===== src/gcd_pkg.sv =====
//------------------------------------------------------------------------------
// gcd_pkg: shared types, constants and helpers of the great circle distance block
// Holds the CORDIC arctangent table, fixed-point widths and the gain constant.
//------------------------------------------------------------------------------
package gcd_pkg;

    localparam int ANGLE_FRAC_BITS = 16;    // fraction bits of the degree inputs
    localparam int ACC_W   = 40;            // CORDIC accumulator width
    localparam int DIST_W  = 22;
    localparam int RAD_W   = 16;
    localparam logic signed [ACC_W-1:0] CordicGain = 40'sd652032874;
    localparam logic signed [ACC_W-1:0] OneQ30     = 40'sd1073741824;
    localparam logic [DIST_W-1:0]       DistMax    = 22'h3FFFFF;
    localparam logic [RAD_W-1:0]        RadiusReset = 16'd3440;
    localparam logic [74:0]             DegToRadQ32 = 75'd74961321;

    // One CORDIC step's operands, carried from cell to cell.
    typedef struct packed {
        logic signed [ACC_W-1:0] x;
        logic signed [ACC_W-1:0] y;
        logic signed [ACC_W-1:0] z;
        logic [1:0]              quad;
    } cordic_t;

    function automatic logic signed [ACC_W-1:0] atan_q30(input logic [4:0] i);
        logic signed [ACC_W-1:0] r;
        begin
            case (i)
                5'd0: r = 40'sd843314856;
                5'd1: r = 40'sd497837829;
                5'd2: r = 40'sd263043836;
                5'd3: r = 40'sd133525158;
                5'd4: r = 40'sd67021686;
                5'd5: r = 40'sd33543515;
                5'd6: r = 40'sd16775850;
                5'd7: r = 40'sd8388437;
                5'd8: r = 40'sd4194282;
                5'd9: r = 40'sd2097149;
                5'd10: r = 40'sd1048575;
                5'd11: r = 40'sd524287;
                5'd12: r = 40'sd262143;
                5'd13: r = 40'sd131071;
                5'd14: r = 40'sd65535;
                5'd15: r = 40'sd32767;
                5'd16: r = 40'sd16383;
                5'd17: r = 40'sd8191;
                5'd18: r = 40'sd4095;
                5'd19: r = 40'sd2047;
                5'd20: r = 40'sd1023;
                5'd21: r = 40'sd511;
                5'd22: r = 40'sd255;
                5'd23: r = 40'sd127;
                5'd24: r = 40'sd63;
                5'd25: r = 40'sd31;
                5'd26: r = 40'sd15;
                5'd27: r = 40'sd7;
                5'd28: r = 40'sd3;
                5'd29: r = 40'sd1;
                default: r = '0;
            endcase
            return r;
        end
    endfunction

endpackage


===== src/gcd_cordic_cell.sv =====
//------------------------------------------------------------------------------
// gcd_cordic_cell: one CORDIC micro-rotation cell
// Rotation or vectoring step with a fixed shift, registered toward the next cell.
//------------------------------------------------------------------------------
module gcd_cordic_cell #(
    parameter int STAGE     = 0,
    parameter bit VECTORING = 1'b0
) (
    input  logic            clk,
    input  logic            en,
    input  gcd_pkg::cordic_t din,
    output gcd_pkg::cordic_t dout
);
    import gcd_pkg::*;

    cordic_t cell_reg;
    cordic_t cell_next;
    logic    dir_pos;
    logic signed [ACC_W-1:0] xs;
    logic signed [ACC_W-1:0] ys;
    logic signed [ACC_W-1:0] at;

    always_comb
    begin
        xs = din.x >>> STAGE;
        ys = din.y >>> STAGE;
        at = atan_q30(5'(STAGE));
        dir_pos = VECTORING ? (din.y >= 0) : (din.z >= 0);
        cell_next.quad = din.quad;
        if (dir_pos != VECTORING)
        begin
            // rotate counterclockwise
            cell_next.x = din.x - ys;
            cell_next.y = din.y + xs;
        end
        else
        begin
            cell_next.x = din.x + ys;
            cell_next.y = din.y - xs;
        end
        if (dir_pos)
            cell_next.z = VECTORING ? din.z + at : din.z - at;
        else
            cell_next.z = VECTORING ? din.z - at : din.z + at;
    end

    always_ff @(posedge clk)
    begin
        if (en)
            cell_reg <= cell_next;
    end

    assign dout = cell_reg;
endmodule


===== config.mk =====
export PLATFORM = sky130hd
export DESIGN_NAME = gcd_cordic_cell
export DESIGN_NICKNAME = d
export VERILOG_FILES = /design/src/gcd_pkg.sv /design/src/gcd_cordic_cell.sv
export SDC_FILE = /design/constraint.sdc
export NUM_CORES = 1
export LEC_CHECK = 0
export BUFFER_PORTS_ARGS = -buffer_cell sky130_fd_sc_hd__buf_2
export CELL_PAD_IN_SITES_DETAIL_PLACEMENT = 1
export CELL_PAD_IN_SITES_GLOBAL_PLACEMENT = 2
export CORE_UTILIZATION = 25
export CTS_BUF_LIST = sky130_fd_sc_hd__clkbuf_16
export DETAILED_ROUTE_END_ITERATION = 12
export PLACE_DENSITY = 0.69
export REMOVE_ABC_BUFFERS = 1
export SLEW_MARGIN = 40
export SYNTH_ARGS = -nofsm -noshare
export SYNTH_HDL_FRONTEND = slang
export SYNTH_SLANG_ARGS = --single-unit

===== constraint.sdc =====
create_clock -name clk -period 4.7 [get_ports clk]
set_clock_uncertainty 0.15 [all_clocks]
set_input_delay 0 -clock clk [delete_from_list [all_inputs] [get_ports clk]]
set_output_delay 0 -clock clk [all_outputs]
set_load 0.05 [all_outputs]

-- Word-level counts from Yosys, hierarchy flattened
Index checks and enable logic that the tools add are counted.
W data, S select, Z words.
- bits in writable memories: 0
- word-level logic and storage cells: 12
- memories: 0
- bits in latches: 0
- register bits after elaboration: 122
- input bits: 124
- output and inout bits: 122
- bits in read-only memories: 0
- mux-type cells: 2
- reduce and logical (&&, ||, !) cells: 0
- $mul: 0
- add/sub/neg operators: 5
- eq/ne operators: 0
- divide/modulo/power cells: 0
- shift operators: 0
- bitwise operators: 0
- order comparisons: 1
- operators with widths (kind ; number):
    $mux W80 ; 1
    $sub A40 B40 Y40 ; 2
    $add A40 B31 Y40 const B ; 1
    $add A40 B40 Y40 ; 1
    $ge A40 B1 Y1 const B ; 1
    $mux W40 ; 1
    $sub A40 B31 Y40 const B ; 1

-- Logic depth before layout (Yosys ltp)
- word-level depth: 2
- gate-level depth with buffers: 20
- gate-level depth less buffers: 17

-- Least setup slack after synthesis
OpenSTA, ideal clock, no wires.
- path kind: input to register
- start: in din[40] (netlist name)
- end: reg cell_reg (netlist bit dout[34]), data pin
- slack: 0.526 ns
- stages: 20
- buffers on the path: 3
- data arrival time: 3.761 ns
- library setup time: 0.263 ns
- path through: inv_1 -> ha_1 -> nor4b_1 -> nand4_1 -> nor3_1 -> nand2b_1 -> buf_2 -> inv_2 -> clkbuf_1 -> buf_1 -> ha_1 -> a21oi_1 -> nor2_1 -> a211o_1 -> a311oi_1 -> nor3b_1 -> nor3_1 -> a311oi_2 -> a311oi_1 -> xnor2_1
- RTL lines (element ; RTL line ; source):
    start: declaration ; gcd_cordic_cell.sv:11 ; input gcd_pkg::cordic_t din,
    end signal: assignment ; gcd_cordic_cell.sv:50 ; cell_reg <= cell_next;
    end: declaration ; gcd_cordic_cell.sv:16 ; cordic_t cell_reg;

==> metrics.txt <==
leading area contributor after synthesis edfxtp_1; worst-path fanout max 14; total track usage 20.2%; Avg WL per Cell 21.3 um; initial cell density of the core 25.3%; Synth Instances 1551; H-tree depth 4; max FFs per register about 120; Slew headroom between 40 and 50%; chip height 229 um; Overall Power approximately 0.0052 W; Static Leak 6.96 nW; register area share after synthesis between 20 and 30%; Clock transition at path regs about 0.060 ns; P&R area growth vs syn 23.4%; Worst setup SP type input pin; layout cells sized above 1 17.3%; CTS tree yes; mapped cell area roughly 13000 um2; Yosys reg bits approximately 120; core area about 50000 um2; Clock Tree Buf Depth 2; critical path required time roughly 4.8 ns; port bufs roughly 250; FILL cells roughly 6.2k; ys flop type edfxtp_1; number of synthesized flops with an enable pin approximately 120; Mapped Avg Cell Area between 8 and 9 um2; fin. max-slew vios 0; nets@finish around 2.1k; number of vias per cell just over 5; post-DP HPWL approximately 43000 um; Worst Setup End Kind flip-flop; synth warn 0; RSZ-0062 raised after global routing no; top-count cell post-synth a21oi_1; overall routed net length approximately 54000 um; PwrDens roughly 320 nW/um2; I/O pin count 246; Async SR Flop Fraction 0%; status completed; top-area cell type share of the netlist area between 20% and 30%; Crit Path Class input pin to flip-flop; router iterations before antenna repair 5; root buf cell clkbuf_16; die extent in x 229 um; worst min path class input pin to flip-flop; Max Freq approximately 0.23 GHz; Worst Path Arrival about 4.3 ns; Setup TNS 0 ns; worst vdd ir about 0.25 mV; antenna violations before repair 1; Tcrit/Tclk final around 91%; row count a little over 80; Final Wtd Congestion between 0.8 and 0.9; Synth area leaders edfxtp_1 28%, ha_1 15%, a21oi_1 7.1%; Hold Fails Final Rpt 0; final setup fails 0; drc violations 0; Synth cell types 80; grt ovf 0; largest net degree at the start of global routing 65; Worst-Margin Slew between 0.7 and 0.8 ns; remaining antenna violation count 0; top cells by count, synth 184 x a21oi_1, 153 x ha_1, 133 x inv_1, 121 x edfxtp_1, 119 x nor2_1; full die area approximately 53000 um2; first-pass GRT wire length ~81000 um; vias in the first global route approximately 14k; via count roughly 13k; max_cap viols 0; initial DRC count around 820; minimum clock period 4.26 ns; clock sink count roughly 120; Inserted Clock Buffers 17
==> routing by layer <==
metal	routed length, um	vias to the layer above	track usage, %
met2	26000	305	34.6
met5	11	-	0
met1	24400	6392	25.5
li1	-	6187	-
met4	1120	2	6.71
met3	2170	51	3.14
==> cell type report <==
class	count	area (um2)	share of cell area, %
multi-input combinational	1233	8550	53.6
clock buffer	17	425	2.67
tap	680	851	5.33
clock inverter	15	119	0.745
antenna	1	2.50	0.0157
sequential	121	3630	22.8
timing repair buffer	311	1860	11.7
inverter	136	513	3.21
==> layout by cell type, fill, tap and decap left out, types with 28 or more instances in the layout <==
cell type and n:
ha_1 153, edfxtp_1 121, a21oi_1 184, dlygate4sd3_1 54, a21o_1 50, nor2_1 119
nand3_1 35, inv_1 134, nand2_1 96, nor3_1 28, xnor2_1 90, buf_2 244
o21ai_0 101
==> cell families after synthesis <==
family | share of synthesized area (%)
buf+inv | 5.98
flops | 28.1
xor+xnor | 7.38
fa+ha+maj | 15.4
mux | 0.774
compound gates | 26.6
simple gates | 15.8
==> worst max-delay path, cell delays in order <==
cell and delay [ns]:
dlygate4sd3_1 0.53, buf_2 0.14, nor4_1 0.51, nand4_1 0.21
nor3_2 0.25, nand2b_4 0.27, inv_4 0.13, ha_1 0.36
a21oi_1 0.17, nor2_1 0.05, a211o_1 0.28, a311oi_1 0.27
nor3b_1 0.09, nor3_2 0.30, a311oi_2 0.14, buf_4 0.19
a311oi_1 0.34, xnor2_1 0.11
==> report_power, final <==
group	switching, W	internal (W)	leakage (nW)
registers	0.0000528	0.00143	1.18
logic	0.00169	0.000692	5.51
clock network	0.000611	0.000680	0.268
==> final timing paths <==
check | cells after the start | slack (ns) | end | startpoint
worst min-delay path | 4 | 0.06 | dout[28] | din[28]
worst max-delay path | 18 | 0.44 | dout[34] | din[13]
==> timing repair <==
item,in CTS,in global routing
setup endpoints to repair,0,14
hold buffers,54,0
resized for setup,0,5
buffers inserted,0,1
hold endpoints to repair,108,0
==> stage by stage <==
| stage | cells | worst slack, ns | hold slack [ns] | util (%) | cell area [um2] |
|---|---|---|---|---|---|
| 3_5_place_dp | 2426 | 0.0562 | 0.0312 | 29.0 | 14800 |
| 4_1_cts | 2512 | 0.0461 | 0.0199 | 31.1 | 15900 |
| 5_1_grt | 2513 | 0.153 | 0.0631 | 31.2 | 16000 |
| 6_report | 2514 | 0.435 | 0.0564 | 31.2 | 16000 |
| 2_1_floorplan | 1490 | -1.32 | -0.0511 | - | 12700 |
| 3_3_place_gp | 2426 | 0.152 | 0.0296 | 29.0 | 14800 |
(Power assumes the default switching activity.)
